--- src/design/permutation_smallest_cycle_arcs_top_assert.svh ---
// ----------------------------------------------------------------------------
// Assertion macros for the permutation cycle block
// Define ASSERT_OFF to compile every check to nothing.
// ----------------------------------------------------------------------------
`ifndef PERMUTATION_SMALLEST_CYCLE_ARCS_TOP_ASSERT_SVH
`define PERMUTATION_SMALLEST_CYCLE_ARCS_TOP_ASSERT_SVH

`ifndef ASSERT_OFF
`define PSCA_ASSERT(lbl, clk, rst_n, prop, msg) \
	lbl: assert property (@(posedge clk) disable iff (!rst_n) prop) else $error(msg);
`define PSCA_ASSERT_NEVER(lbl, clk, rst_n, cond, msg) \
	`PSCA_ASSERT(lbl, clk, rst_n, !(cond), msg)
`else
`define PSCA_ASSERT(lbl, clk, rst_n, prop, msg)
`define PSCA_ASSERT_NEVER(lbl, clk, rst_n, cond, msg)
`endif

`endif

--- src/design/psca_pkg.sv ---
// ----------------------------------------------------------------------------
// psca_pkg
// Shared types and constants of the permutation cycle block.
// ----------------------------------------------------------------------------
package psca_pkg;

	localparam int SUCC_W      = 5;
	localparam int CNT_W       = 6;
	localparam int TOTAL_W     = 6;
	localparam int IN_TDATA_W  = 8;
	localparam int OUT_TDATA_W = 16;
	localparam int MIN_CITIES  = 2;
	localparam logic [CNT_W-1:0] CITY_COUNT_RST = 6'd32;

	// arc queue between scanner and output stage
	localparam int Q_DEPTH = 4;
	localparam int Q_PTR_W = 2;

	typedef struct packed {
		logic [SUCC_W-1:0]  from_city;
		logic [SUCC_W-1:0]  to_city;
		logic               feasible;
		logic [TOTAL_W-1:0] cycle_total;
		logic               last_arc;
	} arc_t;

endpackage

--- src/design/psca_ram.sv ---
// ----------------------------------------------------------------------------
// psca_ram
// Generic single-write, single-read RAM with registered read data.
// ----------------------------------------------------------------------------
module psca_ram #(
	parameter int WIDTH = 5,
	parameter int DEPTH = 32
) (
	input  logic                     clk,
	input  logic                     we,
	input  logic [$clog2(DEPTH)-1:0] waddr,
	input  logic [WIDTH-1:0]         wdata,
	input  logic                     re,
	input  logic [$clog2(DEPTH)-1:0] raddr,
	output logic [WIDTH-1:0]         rdata
);
	logic [WIDTH-1:0] mem_q [DEPTH];
	logic [WIDTH-1:0] rdata_q;

	always_ff @(posedge clk) begin
		if (we) begin
			mem_q[waddr] <= wdata;
		end
		if (re) begin
			rdata_q <= mem_q[raddr];
		end
	end

	assign rdata = rdata_q;

endmodule

--- src/design/psca_front.sv ---
// ----------------------------------------------------------------------------
// psca_front
// Loads successor rows, walks the cycles, traces the shortest one into the
// arc queue, or queues one feasible record when there is a single tour.
// ----------------------------------------------------------------------------
`include "permutation_smallest_cycle_arcs_top_assert.svh"

module psca_front
	import psca_pkg::*;
#(
	parameter int MAX_CITIES = 32
) (
	input  logic              clk,
	input  logic              arst_n,
	input  logic [CNT_W-1:0]  city_count,
	input  logic              in_valid,
	output logic              in_ready,
	input  logic [SUCC_W-1:0] successor,
	output logic              push,
	output arc_t              push_rec,
	input  logic              full
);
	localparam int ADDR_W = (MAX_CITIES > 1) ? $clog2(MAX_CITIES) : 1;
	localparam int ROW_W  = $clog2(MAX_CITIES + 1);
	localparam int V_W    = (ADDR_W > SUCC_W) ? ADDR_W : SUCC_W;
	localparam int KW0    = (ROW_W > V_W) ? ROW_W : V_W;
	localparam int KW     = ((KW0 > CNT_W) ? KW0 : CNT_W) + 1;

	typedef enum logic [2:0] {
		ST_LOAD,
		ST_SCAN,
		ST_WALK,
		ST_WAIT,
		ST_FEAS,
		ST_TR_RD,
		ST_TR_WT
	} state_t;

	state_t              state_q;
	logic [ROW_W-1:0]    rows_q;
	logic [ROW_W-1:0]    s_q;
	logic [V_W-1:0]      v_q;
	logic [ROW_W-1:0]    len_q;
	logic [ROW_W-1:0]    k_q;
	logic [ROW_W-1:0]    cycles_q;
	logic [ADDR_W-1:0]   best_start_q;
	logic [CNT_W-1:0]    best_len_q;
	logic [MAX_CITIES-1:0] seen_q;

	logic [KW-1:0]       cnt_ext;
	logic [KW-1:0]       n;
	logic [ADDR_W-1:0]   seen_idx;
	logic                seen_bit;
	logic                walk_go;
	logic                scan_done;
	logic                tr_last;
	logic                accept;
	logic                ram_re;
	logic [SUCC_W-1:0]   rdata;
	logic [TOTAL_W-1:0]  total;

	// clamp the city count into the supported range
	always_comb begin
		cnt_ext = KW'(city_count);
		if (cnt_ext < KW'(MIN_CITIES)) begin
			n = KW'(MIN_CITIES);
		end else if (cnt_ext > KW'(MAX_CITIES)) begin
			n = KW'(MAX_CITIES);
		end else begin
			n = cnt_ext;
		end
	end

	assign accept    = in_valid && in_ready;
	assign in_ready  = (state_q == ST_LOAD);
	assign seen_idx  = (state_q == ST_SCAN) ? s_q[ADDR_W-1:0] : v_q[ADDR_W-1:0];
	assign seen_bit  = seen_q[seen_idx];
	assign walk_go   = (KW'(v_q) < n) && !seen_bit;
	assign scan_done = (KW'(s_q) == n);
	assign tr_last   = ((KW'(k_q) + KW'(1)) == KW'(best_len_q));
	assign ram_re    = ((state_q == ST_WALK) && walk_go) || (state_q == ST_TR_RD);
	assign total     = TOTAL_W'(cycles_q);

	psca_ram #(
		.WIDTH (SUCC_W),
		.DEPTH (MAX_CITIES)
	) u_next_table (
		.clk   (clk),
		.we    (accept),
		.waddr (rows_q[ADDR_W-1:0]),
		.wdata (successor),
		.re    (ram_re),
		.raddr (v_q[ADDR_W-1:0]),
		.rdata (rdata)
	);

	always_comb begin
		push     = 1'b0;
		push_rec = '0;
		case (state_q)
			ST_FEAS: begin
				push                 = !full;
				push_rec.feasible    = 1'b1;
				push_rec.cycle_total = total;
				push_rec.last_arc    = 1'b1;
			end
			ST_TR_WT: begin
				push                 = !full;
				push_rec.from_city   = SUCC_W'(v_q);
				push_rec.to_city     = rdata;
				push_rec.cycle_total = total;
				push_rec.last_arc    = tr_last;
			end
			default: begin
				push = 1'b0;
			end
		endcase
	end

	always_ff @(posedge clk or negedge arst_n) begin
		if (!arst_n) begin
			state_q      <= ST_LOAD;
			rows_q       <= '0;
			s_q          <= '0;
			v_q          <= '0;
			len_q        <= '0;
			k_q          <= '0;
			cycles_q     <= '0;
			best_start_q <= '0;
			best_len_q   <= '1;
			seen_q       <= '0;
		end else begin
			case (state_q)
				ST_LOAD: begin
					if (accept) begin
						rows_q <= rows_q + ROW_W'(1);
						if ((KW'(rows_q) + KW'(1)) >= n) begin
							state_q  <= ST_SCAN;
							s_q      <= '0;
							cycles_q <= '0;
						end
					end
				end
				ST_SCAN: begin
					if (scan_done) begin
						v_q <= V_W'(best_start_q);
						k_q <= '0;
						if (KW'(cycles_q) < KW'(2)) begin
							state_q <= ST_FEAS;
						end else begin
							state_q <= ST_TR_RD;
						end
					end else if (seen_bit) begin
						s_q <= s_q + ROW_W'(1);
					end else begin
						cycles_q <= cycles_q + ROW_W'(1);
						v_q      <= V_W'(s_q[ADDR_W-1:0]);
						len_q    <= '0;
						state_q  <= ST_WALK;
					end
				end
				ST_WALK: begin
					if (walk_go) begin
						seen_q[v_q[ADDR_W-1:0]] <= 1'b1;
						state_q <= ST_WAIT;
					end else begin
						// strict compare: the first of equal cycles wins
						if (KW'(len_q) < KW'(best_len_q)) begin
							best_len_q   <= CNT_W'(len_q);
							best_start_q <= s_q[ADDR_W-1:0];
						end
						s_q     <= s_q + ROW_W'(1);
						state_q <= ST_SCAN;
					end
				end
				ST_WAIT: begin
					v_q     <= V_W'(rdata);
					len_q   <= len_q + ROW_W'(1);
					state_q <= ST_WALK;
				end
				ST_FEAS: begin
					if (!full) begin
						seen_q       <= '0;
						rows_q       <= '0;
						best_start_q <= '0;
						best_len_q   <= '1;
						state_q      <= ST_LOAD;
					end
				end
				ST_TR_RD: begin
					state_q <= ST_TR_WT;
				end
				ST_TR_WT: begin
					if (!full) begin
						v_q <= V_W'(rdata);
						k_q <= k_q + ROW_W'(1);
						if (tr_last) begin
							seen_q       <= '0;
							rows_q       <= '0;
							best_start_q <= '0;
							best_len_q   <= '1;
							state_q      <= ST_LOAD;
						end else begin
							state_q <= ST_TR_RD;
						end
					end
				end
				default: begin
					state_q <= ST_LOAD;
				end
			endcase
		end
	end

	`PSCA_ASSERT(a_wait_follows_walk, clk, arst_n, (state_q == ST_WAIT) |-> $past(state_q == ST_WALK), "table read wait entered without a walk step")
	`PSCA_ASSERT(a_last_ends_run, clk, arst_n, (push && push_rec.last_arc) |=> (state_q == ST_LOAD), "run did not return to loading after its last arc")
	`PSCA_ASSERT(a_cycles_bounded, clk, arst_n, (state_q != ST_LOAD) |-> (KW'(cycles_q) <= n), "more cycles counted than cities")

endmodule

--- src/design/psca_fifo.sv ---
// ----------------------------------------------------------------------------
// psca_fifo
// Short arc queue between the cycle scanner and the output stage.
// ----------------------------------------------------------------------------
`include "permutation_smallest_cycle_arcs_top_assert.svh"

module psca_fifo
	import psca_pkg::*;
(
	input  logic clk,
	input  logic arst_n,
	input  logic push,
	input  arc_t push_rec,
	output logic full,
	input  logic pop,
	output arc_t pop_rec,
	output logic empty
);
	arc_t               mem_q [Q_DEPTH];
	logic [Q_PTR_W-1:0] wr_ptr_q;
	logic [Q_PTR_W-1:0] rd_ptr_q;
	logic [Q_PTR_W:0]   cnt_q;

	assign full    = (cnt_q == (Q_PTR_W + 1)'(Q_DEPTH));
	assign empty   = (cnt_q == '0);
	assign pop_rec = mem_q[rd_ptr_q];

	always_ff @(posedge clk) begin
		if (push) begin
			mem_q[wr_ptr_q] <= push_rec;
		end
	end

	always_ff @(posedge clk or negedge arst_n) begin
		if (!arst_n) begin
			wr_ptr_q <= '0;
			rd_ptr_q <= '0;
			cnt_q    <= '0;
		end else begin
			if (push) begin
				wr_ptr_q <= wr_ptr_q + Q_PTR_W'(1);
			end
			if (pop) begin
				rd_ptr_q <= rd_ptr_q + Q_PTR_W'(1);
			end
			if (push && !pop) begin
				cnt_q <= cnt_q + (Q_PTR_W + 1)'(1);
			end else if (pop && !push) begin
				cnt_q <= cnt_q - (Q_PTR_W + 1)'(1);
			end
		end
	end

	`PSCA_ASSERT_NEVER(a_no_overflow, clk, arst_n, push && full, "arc pushed into a full queue")
	`PSCA_ASSERT_NEVER(a_no_underflow, clk, arst_n, pop && empty, "arc popped from an empty queue")
	`PSCA_ASSERT(a_cnt_in_range, clk, arst_n, cnt_q <= (Q_PTR_W + 1)'(Q_DEPTH), "queue fill count out of range")

endmodule

--- src/design/psca_back.sv ---
// ----------------------------------------------------------------------------
// psca_back
// Output register: pops arcs from the queue and holds them on the stream.
// ----------------------------------------------------------------------------
module psca_back
	import psca_pkg::*;
(
	input  logic                   clk,
	input  logic                   arst_n,
	input  arc_t                   pop_rec,
	input  logic                   empty,
	output logic                   pop,
	output logic                   m_tvalid,
	input  logic                   m_tready,
	output logic [OUT_TDATA_W-1:0] m_tdata,
	output logic                   m_tuser,
	output logic                   m_tlast
);
	logic valid_q;
	arc_t rec_q;

	assign pop = !empty && (!valid_q || m_tready);

	always_ff @(posedge clk or negedge arst_n) begin
		if (!arst_n) begin
			valid_q <= 1'b0;
		end else if (pop) begin
			valid_q <= 1'b1;
		end else if (m_tready) begin
			valid_q <= 1'b0;
		end
	end

	always_ff @(posedge clk) begin
		if (pop) begin
			rec_q <= pop_rec;
		end
	end

	assign m_tvalid = valid_q;
	assign m_tdata  = {rec_q.cycle_total, rec_q.to_city, rec_q.from_city};
	assign m_tuser  = rec_q.feasible;
	assign m_tlast  = rec_q.last_arc;

endmodule

--- src/design/permutation_smallest_cycle_arcs_top.sv ---
// ----------------------------------------------------------------------------
// permutation_smallest_cycle_arcs_top
// Splits an assignment permutation into cycles and streams the shortest one.
// ----------------------------------------------------------------------------
//   Slave stream: one transfer per row, in row order, s_tdata carrying the
//   successor city; after city_count rows (clamped to 2..MAX_CITIES) the block
//   walks every cycle from each unvisited city in order.
//   Master stream: one transfer marked feasible (m_tuser) for a single tour,
//   else the arcs of the shortest cycle in walk order, the first found winning
//   ties; m_tlast marks the final transfer of the run.
//   Timing: one row per cycle while loading; the walk scans each city, reads
//   the table and takes its registered data for each city visited, and closes
//   each cycle with a length compare; tracing reads the table, then queues
//   each arc, holding while the queue is full, all through the single read port.
//   s_tready stays low from the last row until the last arc is queued; a
//   four-entry arc queue and an output register absorb receiver stalls.
//   Reset clears the run state and sets city_count to 32; table contents are
//   unknown until loaded. The user must have cfg_we write city_count only
//   while the block is idle; the block itself does not enforce this.
// ----------------------------------------------------------------------------
module permutation_smallest_cycle_arcs_top
	import psca_pkg::*;
#(
	parameter int MAX_CITIES = 32
) (
	input  logic                   clk,
	input  logic                   arst_n,
	input  logic                   cfg_we,
	input  logic [CNT_W-1:0]       cfg_wdata,   // city_count
	input  logic                   s_tvalid,
	output logic                   s_tready,
	input  logic [IN_TDATA_W-1:0]  s_tdata,     // [4:0] successor, [7:5] zero
	output logic                   m_tvalid,
	input  logic                   m_tready,
	output logic [OUT_TDATA_W-1:0] m_tdata,     // [4:0] from_city, [9:5] to_city,
	                                            // [15:10] cycle_total
	output logic                   m_tuser,     // [0] feasible
	output logic                   m_tlast      // last_arc
);
	logic [CNT_W-1:0] city_count_q;
	logic             push;
	arc_t             push_rec;
	logic             full;
	logic             pop;
	arc_t             pop_rec;
	logic             empty;

	// hold the city count register
	always_ff @(posedge clk or negedge arst_n) begin
		if (!arst_n) begin
			city_count_q <= CITY_COUNT_RST;
		end else if (cfg_we) begin
			city_count_q <= cfg_wdata;
		end
	end

	// front: load rows, walk cycles, trace the shortest one
	psca_front #(
		.MAX_CITIES (MAX_CITIES)
	) u_front (
		.clk        (clk),
		.arst_n     (arst_n),
		.city_count (city_count_q),
		.in_valid   (s_tvalid),
		.in_ready   (s_tready),
		.successor  (s_tdata[SUCC_W-1:0]),
		.push       (push),
		.push_rec   (push_rec),
		.full       (full)
	);

	// queue: decouple tracing from the receiver
	psca_fifo u_fifo (
		.clk      (clk),
		.arst_n   (arst_n),
		.push     (push),
		.push_rec (push_rec),
		.full     (full),
		.pop      (pop),
		.pop_rec  (pop_rec),
		.empty    (empty)
	);

	// back: drive the master stream from the output register
	psca_back u_back (
		.clk      (clk),
		.arst_n   (arst_n),
		.pop_rec  (pop_rec),
		.empty    (empty),
		.pop      (pop),
		.m_tvalid (m_tvalid),
		.m_tready (m_tready),
		.m_tdata  (m_tdata),
		.m_tuser  (m_tuser),
		.m_tlast  (m_tlast)
	);

endmodule
--- config.mk ---
export PLATFORM = sky130hd
export DESIGN_NAME = permutation_smallest_cycle_arcs_top
export DESIGN_NICKNAME = d
export VERILOG_FILES = /design/src/design/psca_pkg.sv /design/src/design/psca_ram.sv /design/src/design/psca_front.sv /design/src/design/psca_fifo.sv /design/src/design/psca_back.sv /design/src/design/permutation_smallest_cycle_arcs_top.sv
export VERILOG_INCLUDE_DIRS = /design/src /design/src/design
export SDC_FILE = /design/constraint.sdc
export NUM_CORES = 1
export LEC_CHECK = 0
export BUFFER_PORTS_ARGS = -buffer_cell sky130_fd_sc_hd__buf_2
export CELL_PAD_IN_SITES_DETAIL_PLACEMENT = 1
export CELL_PAD_IN_SITES_GLOBAL_PLACEMENT = 1
export CORE_ASPECT_RATIO = 1.5
export CORE_MARGIN = 3
export CORE_UTILIZATION = 57
export DETAILED_ROUTE_END_ITERATION = 10
export GPL_TIMING_DRIVEN = 0
export PLACE_DENSITY_LB_ADDON = 0.3
export SYNTH_ARGS = -nofsm -noshare
export SYNTH_HDL_FRONTEND = slang
export SYNTH_SLANG_ARGS = --single-unit
--- constraint.sdc ---
create_clock -name clk -period 5.1 [get_ports clk]
set_input_delay 0.51 -clock clk [delete_from_list [all_inputs] [get_ports clk]]
set_output_delay 0.51 -clock clk [all_outputs]
set_load 0.01 [all_outputs]
==> results.rst, run 1 <==
.. list-table::
   :header-rows: 1

   * - Metric
     - Value
   * - Post-CTS setup repair buffer count
     - 0
   * - Cell count after synthesis
     - 1106
   * - Clock tree from TritonCTS
     - done
   * - Reg2reg start
     - u_front.s_q[1]
   * - Root buffer selected by CTS
     - sky130_fd_sc_hd__clkbuf_16
   * - CTS Sinks
     - 350
   * - Setup tns final
     - 0 ps
   * - Average wire length per cell after detail routing
     - 29.6 µm
   * - Dominant cells by area after synthesis
     - sky130_fd_sc_hd__edfxtp_1 (49%), sky130_fd_sc_hd__dfrtp_1 (14%), sky130_fd_sc_hd__mux4_2 (8.9%)
   * - Global-route usage over all layers
     - 0.314
   * - Area enclosed by the die boundary
     - 0.0295 mm²
   * - Actual transition at the worst max-transition pin
     - 1280 ps
   * - Global-route wire length before repair
     - 69600 µm
   * - Share of synthesized cell area in full adder, half adder and majority cells
     - 0.0227
   * - Crit-path leading delay family
     - compound AO/OA/AOI/OAI gates
   * - Initial Util
     - 0.584
   * - Type of destination of the critical path
     - flip-flop
   * - Startpoint class of the critical path
     - flip-flop
   * - Arrival time of data at the critical path endpoint
     - 4550 ps
   * - Compound-gate portion of the synthesized area
     - 0.0870
   * - CP max stage delay
     - 870 ps
   * - CTS Buffer Depth
     - 3
   * - Number of max-cap violations
     - 0
   * - Most used standard cells in the synthesized netlist
     - sky130_fd_sc_hd__edfxtp_1 (255), sky130_fd_sc_hd__nand2_1 (104), sky130_fd_sc_hd__dfrtp_1 (88)
   * - Number of ports placed on the die boundary
     - 39
   * - Standard cell with the maximum stage delay on the critical path
     - sky130_fd_sc_hd__o41ai_2
   * - Number of antenna violations at the first check in global routing
     - 0
   * - Predominant post-synthesis flop cell
     - sky130_fd_sc_hd__edfxtp_1
   * - Clock-pin slew on the worst setup and hold paths
     - 70 ps
   * - Final-stage net count
     - 1226
   * - Crit-path cells
     - clkbuf_1, nor4bb_1, a21o_1, buf_6, mux2i_1, o21ai_1, o41ai_2, o21ai_2, o22ai_1
   * - Library cells used by synthesis
     - 72
   * - Number of nets still failing antenna checks after routing
     - 0
   * - Worst r2r path cells
     - 9
   * - Portion of the clock cycle consumed by the worst path in the final layout
     - 0.860
   * - Synth top area share
     - 0.490
   * - Critical path startpoint
     - u_front.s_q[1]
   * - Placer congestion estimate
     - 0.866
   * - Share of the core filled with cells
     - 0.653
   * - Proportion of layout cells with a drive suffix above 1
     - 0.151
   * - Via/cell ratio
     - 6.70
   * - Die span in x
     - 141 µm
   * - Number of flops mapped to enable cells by yosys
     - 255
   * - Fraction of synthesized area in multiplexers
     - 0.113
   * - Average cell area after synthesis
     - 14.1 µm²
   * - CTS Buf Count
     - 35
   * - Final setup vio count
     - 0
   * - Total power density per cell area
     - 596 mW/mm²
   * - Startpoint of the tightest hold check path
     - m_tready
   * - Setup repair after global routing missed its margin
     - no
   * - Share of the yosys chip area belonging to registers
     - 0.643
   * - Aggregate routed wire length
     - 45700 µm
   * - Final Skew
     - 33.0 ps
   * - Cell area after layout
     - 0.0175 mm²
   * - Run status
     - finished clean
   * - Static leakage
     - 6.35 nW
   * - Routed via count
     - 10343
   * - Peak supply drop
     - 0.467 mV
   * - Vias in the first global route
     - 11343
   * - Number of buffer cells added on primary ports
     - 34
   * - Post-synthesis simple-gate area fraction
     - 0.0969
   * - Cell accounting for the most synthesized area
     - sky130_fd_sc_hd__edfxtp_1
   * - Critical-path maximum fanout
     - 9
   * - Clock insertion delay at the later pin of the skew report
     - 550 ps
   * - Die Y
     - 209 µm
   * - Number of hold violations in the final report
     - 0
   * - Bufs and invs on worst path
     - 2
   * - Number of synthesized register bits
     - 350
   * - Std cell rows
     - 73
   * - Max-slew headroom
     - 0.140
   * - Worst min path class
     - in2reg
   * - Final Slew Violations
     - 0
   * - Post-route DRC violation count
     - 0
   * - Total iterations of the first detailed-routing run
     - 5
   * - Synth async-reset ratio
     - 0.271
   * - Nets in the synthesized netlist
     - 1152
   * - Iteration-0 DRC count of the detailed router
     - 1131
   * - Overall power consumption
     - 0.0104 W
   * - Number of warnings issued by yosys
     - 0
   * - Xor-xnor portion of the synthesized cell area
     - 0.0146
   * - Maximum number of pins on one net before global-route repair
     - 66
   * - Combinational family with the most area after synthesis
     - multiplexers
   * - Post-DP HPWL
     - 30100 µm
   * - Count leader, synth
     - sky130_fd_sc_hd__edfxtp_1
   * - Post-synthesis cell area
     - 0.0156 mm²
   * - Crit path time final
     - 4390 ps
   * - Layout overhead on the synthesized area
     - 11.8%
   * - H-tree levels
     - 2
   * - DP Area
     - 0.0163 mm²
   * - Std-Cell Core Area
     - 0.0268 mm²
   * - Critical Setup Path Class
     - reg2reg
   * - Number of stages on the worst setup path
     - 9
   * - Total congestion overflow
     - 0
   * - Number of cells on the worst hold path
     - 2
   * - Antenna diodes
     - 0
   * - Fmax achieved
     - 228 MHz
   * - Worst endpoint required time
     - 5270 ps
## metrics by stage
step,setup slack [ps],cells,hold slack (ps)
after detailed placement,898,1479,470
after global routing,639,1544,170
after floorplan,2090,1106,214
after CTS,842,1544,163
after global placement,952,1477,464
final,714,1544,171
## placed cells by master, fill, tap and decap left out, drive strengths merged, types with 15 or more instances in the layout
cell    instances
edfxtp        255
nand2         104
dfrtp          88
clkbuf         88
nor2           79
o21ai          63
mux4           62
buf            49
inv            31
nand3          30
ha             26
a22oi          25
mux2i          25
nor3           21
a21oi          20
and3           17
xnor2          15
clkinv         15
## kinds of logic (layout without fill, tap and decap cells)
group / Yosys count / count (layout)
flops: 350 / 350
simple gates: 318 / 318
compound gates: 196 / 196
mux: 98 / 98
buf+inv: 90 / 191
fa+ha+maj: 28 / 28
xor+xnor: 26 / 26
## routing by layer
metal / vias to the layer above / routed length (µm) / global-route usage
li1: 4390 / - / -
met1: 5278 / 16300 / 0.363
met2: 502 / 24200 / 0.556
met3: 173 / 2490 / 0.0465
met4: 0 / 2800 / 0.173
met5: - / 0 / 0
## power by group
group | leakage [nW] | total (W) | switching, W | internal, W
Combinational | 2.21 | 0.00383 | 0.00244 | 0.00139
Clock | 0.580 | 0.00274 | 0.00114 | 0.00161
Sequential | 3.55 | 0.00383 | 0.000334 | 0.00350
## layout make-up
class | count | area (µm²)
Sequential cell | 350 | 10000
Multi-Input combinational cell | 666 | 5230
Inverter | 31 | 116
Buffer | 59 | 239
Fill cell | 2446 | 9290
Tap cell | 337 | 422
Timing Repair Buffer | 37 | 225
Clock inverter | 22 | 275
Clock buffer | 42 | 923
## what timing repair did
| action | in CTS | in global routing |
|---|---|---|
| gates resized for setup | 0 | 0 |
| endpoints found under the hold margin | 29 | 0 |
| hold buffers | 1 | 0 |
## final timing paths
path                                                 endpoint  slack (ps)
worst min-delay path                          u_back.m_tvalid         170
worst max register to register  u_front.u_next_table.rdata[0]         710
max in group asynchronous               u_front.best_len_q[2]        3840
min in group asynchronous                   u_front.rows_q[2]         470
worst min register to register              u_front.seen_q[8]         500
worst max-delay path            u_front.u_next_table.rdata[0]         710
## worst register-to-register path: stages, from the launching register on
cell and delay, ps:
sky130_fd_sc_hd__dfrtp_1 350, sky130_fd_sc_hd__clkbuf_1 430, sky130_fd_sc_hd__nor4bb_1 770, sky130_fd_sc_hd__a21o_1 160, sky130_fd_sc_hd__buf_6 160, sky130_fd_sc_hd__mux2i_1 340, sky130_fd_sc_hd__o21ai_1 140, sky130_fd_sc_hd__o41ai_2 870
sky130_fd_sc_hd__o21ai_2 210, sky130_fd_sc_hd__o22ai_1 620
## state kept, by name, summed over array words and instances (netlist names), 16 cells and up
register / count
u_front.seen_q: 32
u_front.u_next_table.mem_q: 160
u_back.m_tdata: 16
u_fifo.mem_q: 72
(Power assumes the default switching activity.)
==> run 2, diff against run 1 <==
--- a/config.mk
+++ b/config.mk
@@ -15,6 +15,7 @@
 export DETAILED_ROUTE_END_ITERATION = 10
 export GPL_TIMING_DRIVEN = 0
 export PLACE_DENSITY_LB_ADDON = 0.3
+export RECOVER_POWER = 100
 export SYNTH_ARGS = -nofsm -noshare
 export SYNTH_HDL_FRONTEND = slang
 export SYNTH_SLANG_ARGS = --single-unit
==> results.rst, run 2 (synthesis gave the netlist of run 1 again) <==
.. list-table::
   :header-rows: 1

   * - Metric
     - Value
   * - CTS Sinks
     - 350
   * - Worst endpoint required time
     - 5270 ps
   * - Placer congestion estimate
     - 0.866
   * - Layout overhead on the synthesized area
     - 11.3%
   * - Highest-count cells in the layout ignoring fill and taps
     - sky130_fd_sc_hd__edfxtp_1 (255), sky130_fd_sc_hd__nand2_1 (104), sky130_fd_sc_hd__dfrtp_1 (88)
   * - Number of max-cap violations
     - 8
   * - Standard cell with the maximum stage delay on the critical path
     - sky130_fd_sc_hd__o41ai_2
   * - Area enclosed by the die boundary
     - 0.0295 mm²
   * - Aggregate routed wire length
     - 45700 µm
   * - Type of destination of the critical path
     - flip-flop
   * - Die Y
     - 209 µm
   * - CP max stage delay
     - 830 ps
   * - Number of nets still failing antenna checks after routing
     - 0
   * - H-tree levels
     - 2
   * - Antenna diodes
     - 0
   * - Final standard cell count with taps included and fillers excluded
     - 1544
   * - Bufs and invs on worst path
     - 2
   * - Max-slew headroom
     - -0.376
   * - Final setup vio count
     - 0
   * - Critical Setup Path Class
     - reg2reg
   * - Critical-path maximum fanout
     - 9
   * - Total power density per cell area
     - 595 mW/mm²
   * - Crit-path cells
     - clkbuf_1, nor4bb_1, a21o_1, buf_6, mux2i_1, o21ai_0, o41ai_2, o21ai_0, o22ai_1
   * - Maximum number of pins on one net before global-route repair
     - 66
   * - Number of placed instances, taps included
     - 1479
   * - Static leakage
     - 6.24 nW
   * - Global-route usage over all layers
     - 0.314
   * - Vias in the first global route
     - 11343
   * - Largest register by flop count
     - u_front.u_next_table.mem_q
   * - Setup repair after global routing missed its margin
     - no
   * - Std-Cell Core Area
     - 0.0268 mm²
   * - Most frequent cell on the critical path
     - sky130_fd_sc_hd__o21ai_0
   * - Iteration-0 DRC count of the detailed router
     - 1055
   * - Portion of total power attributed to sequential cells
     - 0.371
   * - NetSw
     - 0.00389 W
   * - DP Area
     - 0.0163 mm²
   * - Clock insertion delay at the later pin of the skew report
     - 550 ps
   * - Fmax achieved
     - 214 MHz
   * - Post-DP HPWL
     - 30100 µm
   * - Average wire length per cell after detail routing
     - 29.6 µm
   * - Proportion of layout cells with a drive suffix above 1
     - 0.123
   * - Part of the total power dissipated in the clock network
     - 0.265
   * - Overall power consumption
     - 0.0103 W
   * - Count of instances resized after the clock tree is built
     - 0
   * - Total congestion overflow
     - 0
   * - Clock-pin slew on the worst setup and hold paths
     - 70 ps
   * - Routed via count
     - 10397
   * - Final Slew Violations
     - 248
   * - Worst min path class
     - in2reg
   * - Violations in the final reports
     - capacitance limit, slew limit
   * - Number of hold violations in the final report
     - 0
   * - Std cell rows
     - 73
   * - Fillers
     - 2452
   * - Post-CTS setup repair buffer count
     - 0
   * - Die span in x
     - 141 µm
   * - Post-route DRC violation count
     - 0
   * - Final-stage net count
     - 1226
   * - Setup tns final
     - 0 ps
   * - Combinational share of power
     - 0.364
   * - Peak supply drop
     - 0.466 mV
   * - Final Skew
     - 29.3 ps
   * - Crit path time final
     - 4680 ps
   * - Cell area after layout
     - 0.0174 mm²
   * - CTS Buffer Depth
     - 3
   * - Commonest non-fill, non-tap cell in the layout
     - sky130_fd_sc_hd__edfxtp_1
   * - Crit-path leading delay family
     - compound AO/OA/AOI/OAI gates
   * - Run status
     - complete, but fails checks
   * - Total iterations of the first detailed-routing run
     - 6
   * - Internal power
     - 0.00645 W
   * - CTS Buf Count
     - 35
   * - Arrival time of data at the critical path endpoint
     - 4850 ps
   * - Startpoint class of the critical path
     - flip-flop
   * - Portion of the clock cycle consumed by the worst path in the final layout
     - 0.918
   * - Number of buffer cells added on primary ports
     - 34
   * - Initial Util
     - 0.584
   * - Post-CTS Hold Buffers
     - 1
   * - Clock tree from TritonCTS
     - done
   * - Number of ports placed on the die boundary
     - 39
   * - Flip-flop count of the largest register, all copies and words added
     - 160
   * - Via/cell ratio
     - 6.73
   * - Number of antenna violations at the first check in global routing
     - 0
   * - Root buffer selected by CTS
     - sky130_fd_sc_hd__clkbuf_16
   * - Largest registers
     - u_front.u_next_table.mem_q (160), u_fifo.mem_q (72), u_front.seen_q (32)
   * - Net switching share of the total power
     - 0.376
   * - Global-route wire length before repair
     - 69600 µm
   * - Actual transition at the worst max-transition pin
     - 2060 ps
-- run 2: cell type report --
| cell class | instances | area (µm²) | share of cell area |
|---|---|---|---|
| Tap cell | 337 | 422 | 0.0243 |
| Clock inverter | 22 | 275 | 0.0158 |
| Sequential cell | 350 | 10000 | 0.578 |
| Inverter | 31 | 116 | 0.00669 |
| Timing Repair Buffer | 37 | 156 | 0.00900 |
| Clock buffer | 42 | 923 | 0.0531 |
| Buffer | 59 | 230 | 0.0132 |
| Multi-Input combinational cell | 666 | 5220 | 0.300 |
-- run 2: path summary, 6_finish.rpt --
kind / slack (ps) / startpoint / cells after the start / endpoint
setup / recovery: 420 / u_front.s_q[1] / 9 / u_front.u_next_table.rdata[0]
hold / removal: 180 / m_tready / 2 / u_back.m_tvalid
setup reg to reg: 420 / u_front.s_q[1] / 9 / u_front.u_next_table.rdata[0]
hold reg to reg: 490 / u_front.seen_q[8] / 2 / u_front.seen_q[8]
max in group asynchronous: 1360 / arst_n / 3 / u_front.seen_q[20]
min in group asynchronous: 1090 / arst_n / 2 / u_back.m_tvalid
-- run 2: metal layers --
metal  GRT usage  wire length, µm
met5           0                0
met4       0.173             2900
met3      0.0465             2520
met2       0.556            24100
met1       0.363            16100
-- run 2: stage by stage --
stage / util / hold slack (ps) / setup slack (ps)
after floorplan: - / 214 / 2090
after global placement: 0.606 / 464 / 952
after detailed placement: 0.608 / 470 / 898
after CTS: 0.653 / 163 / 842
after global routing: 0.650 / 170 / 360
final: 0.650 / 177 / 417
-- run 2: power by group through the flow --
stage | registers (W) | logic [W] | clock network, W
final | 0.00384 | 0.00377 | 0.00274
after global routing | 0.00387 | 0.00403 | 0.00286
after CTS | 0.00383 | 0.00379 | 0.00276
after floorplan | 0.00378 | 0.00250 | 0
after global placement | 0.00383 | 0.00346 | 0
after detailed placement | 0.00386 | 0.00366 | 0
==> run 3, diff against run 2 <==
==> constraint.sdc (replaced) <==
create_clock -name clk -period 5.85 [get_ports clk]
set_input_delay 0.585 -clock clk [delete_from_list [all_inputs] [get_ports clk]]
set_output_delay 0.585 -clock clk [all_outputs]
set_load 0.01 [all_outputs]
==> results.rst, run 3 (synthesis gave the netlist of run 1 again) <==
.. list-table::
   :header-rows: 1

   * - Metric
     - Value
   * - CTS Sinks
     - 350
   * - Count of instances resized after the clock tree is built
     - 0
   * - Vias in the first global route
     - 11340
   * - Actual transition at the worst max-transition pin
     - 2200 ps
   * - Post-DP HPWL
     - 30100 µm
   * - Metal3 WL
     - 2300 µm
   * - Iteration-0 DRC count of the detailed router
     - 950
   * - Number of placed instances, taps included
     - 1479
   * - Met2 layer wire length in the routed design
     - 24100 µm
   * - Bufs and invs on worst path
     - 2
   * - H-tree levels
     - 2
   * - Worst endpoint required time
     - 6270 ps
   * - Crit-path cells
     - clkbuf_1, nor4bb_1, a21o_1, buf_6, mux2i_1, o21ai_0, o41ai_1, o21ai_1, and2_0, a32o_1
   * - Clock tree from TritonCTS
     - done
   * - Std cell rows
     - 73
   * - Largest register by flop count
     - u_front.u_next_table.mem_q
   * - Aggregate routed wire length
     - 45800 µm
   * - Clock insertion delay at the later pin of the skew report
     - 550 ps
   * - Root buffer selected by CTS
     - sky130_fd_sc_hd__clkbuf_16
   * - Critical Setup Path Class
     - reg2reg
   * - Type of destination of the critical path
     - flip-flop
   * - Portion of the clock cycle consumed by the worst path in the final layout
     - 0.848
   * - Number of max-cap violations
     - 9
   * - Average wire length per cell after detail routing
     - 29.7 µm
   * - Crit-path leading delay family
     - compound AO/OA/AOI/OAI gates
   * - Highest-count cells in the layout ignoring fill and taps
     - sky130_fd_sc_hd__edfxtp_1 (255), sky130_fd_sc_hd__nand2_1 (104), sky130_fd_sc_hd__dfrtp_1 (88)
   * - Number of ports placed on the die boundary
     - 39
   * - Maximum number of pins on one net before global-route repair
     - 66
   * - Flip-flop count of the largest register, all copies and words added
     - 160
   * - Post-route DRC violation count
     - 0
   * - Post-CTS setup repair buffer count
     - 0
   * - Total congestion overflow
     - 0
   * - Run status
     - complete, but fails checks
   * - Routed via count
     - 10447
   * - M1 WL
     - 16400 µm
   * - Die span in x
     - 141 µm
   * - Global-route wire length before repair
     - 69600 µm
   * - Final setup vio count
     - 0
   * - Proportion of layout cells with a drive suffix above 1
     - 0.120
   * - Std-Cell Core Area
     - 0.0268 mm²
   * - Final Slew Violations
     - 208
   * - Max-slew headroom
     - -0.464
   * - Post-CTS Hold Buffers
     - 0
   * - Peak supply drop
     - 0.408 mV
   * - Antenna diodes
     - 0
   * - Total power density per cell area
     - 518 mW/mm²
   * - Layout overhead on the synthesized area
     - 11.3%
   * - Top routing layer in use
     - met4
   * - Worst hold margin
     - 253 ps
   * - Number of antenna violations at the first check in global routing
     - 0
   * - Final Skew
     - 28.5 ps
   * - Global-route usage over all layers
     - 0.314
   * - Final-stage net count
     - 1225
   * - Setup slack at placement
     - 1650 ps
   * - Critical-path maximum fanout
     - 9
   * - Largest registers
     - u_front.u_next_table.mem_q (160), u_fifo.mem_q (72), u_front.seen_q (32)
   * - Final standard cell count with taps included and fillers excluded
     - 1543
   * - Total iterations of the first detailed-routing run
     - 5
   * - Arrival time of data at the critical path endpoint
     - 5380 ps
   * - Static leakage
     - 6.24 nW
   * - Via/cell ratio
     - 6.77
   * - PnR worst setup slack
     - 887 ps
   * - Setup tns final
     - 0 ps
   * - CTS Buf Count
     - 35
   * - CTS Buffer Depth
     - 3
   * - Worst min path class
     - in2reg
   * - Die Y
     - 209 µm
   * - Fmax achieved
     - 202 MHz
   * - Setup repair after global routing missed its margin
     - no
   * - Initial Util
     - 0.584
   * - Clock-pin slew on the worst setup and hold paths
     - 70 ps
   * - Number of buffer cells added on primary ports
     - 34
   * - Number of hold violations in the final report
     - 0
   * - Crit path time final
     - 4960 ps
   * - Overall power consumption
     - 0.00901 W
   * - Number of nets still failing antenna checks after routing
     - 0
   * - Commonest non-fill, non-tap cell in the layout
     - sky130_fd_sc_hd__edfxtp_1
   * - Placer congestion estimate
     - 0.866
   * - Area enclosed by the die boundary
     - 0.0295 mm²
   * - Standard cell with the maximum stage delay on the critical path
     - sky130_fd_sc_hd__o41ai_1
   * - CP max stage delay
     - 1390 ps
   * - Startpoint class of the critical path
     - flip-flop
   * - Violations in the final reports
     - capacitance limit, slew limit
==> run 3: worst paths after layout <==
check,startpoint,end,slack (ps),depth (start not counted)
max reg2reg,u_front.s_q[1],u_front.s_q[3],890,10
min in group asynchronous,arst_n,u_front.rows_q[2],680,1
min reg2reg,u_front.seen_q[8],u_front.seen_q[8],490,2
max in group asynchronous,arst_n,u_front.seen_q[9],3890,1
min,m_tready,u_back.m_tvalid,250,2
max,u_front.s_q[1],u_front.s_q[3],890,10
==> run 3: layout make-up <==
cell class	instances	area [µm²]
Inverter	31	116
Timing Repair Buffer	36	169
Sequential cell	350	10000
Tap cell	337	422
Fill cell	2452	9380
Clock inverter	22	275
Buffer	59	230
Multi-Input combinational cell	666	5200
Clock buffer	42	923
==> run 3: per-layer routing <==
metal  global-route usage  up-vias
li1                     -     4394
met1                0.363     5350
met2                0.556      521
met3               0.0465      182
met4                0.173        0
met5                    0        -
==> run 3: per-stage QoR <==
step | util | cell area [µm²]
4_1_cts | 0.653 | 17500
3_3_place_gp | 0.606 | 16200
3_5_place_dp | 0.608 | 16300
6_report | 0.650 | 17400
5_1_grt | 0.650 | 17400
2_1_floorplan | - | 15600
==> run 3: power breakdown <==
part,leakage [nW],internal [W],total (W),switching (W)
registers,3.55,0.00305,0.00335,0.000297
logic,2.11,0.00116,0.00327,0.00211
clock network,0.580,0.00140,0.00239,0.000990
total,6.24,0.00562,0.00901,0.00339
==> run 3: worst register-to-register path, delay by kind of cell (launching register included) <==
kind | cells | cell delay [ps]
flops | 1 | 350
simple gates | 2 | 1180
compound gates | 5 | 2450
mux | 1 | 310
buf+inv | 2 | 570
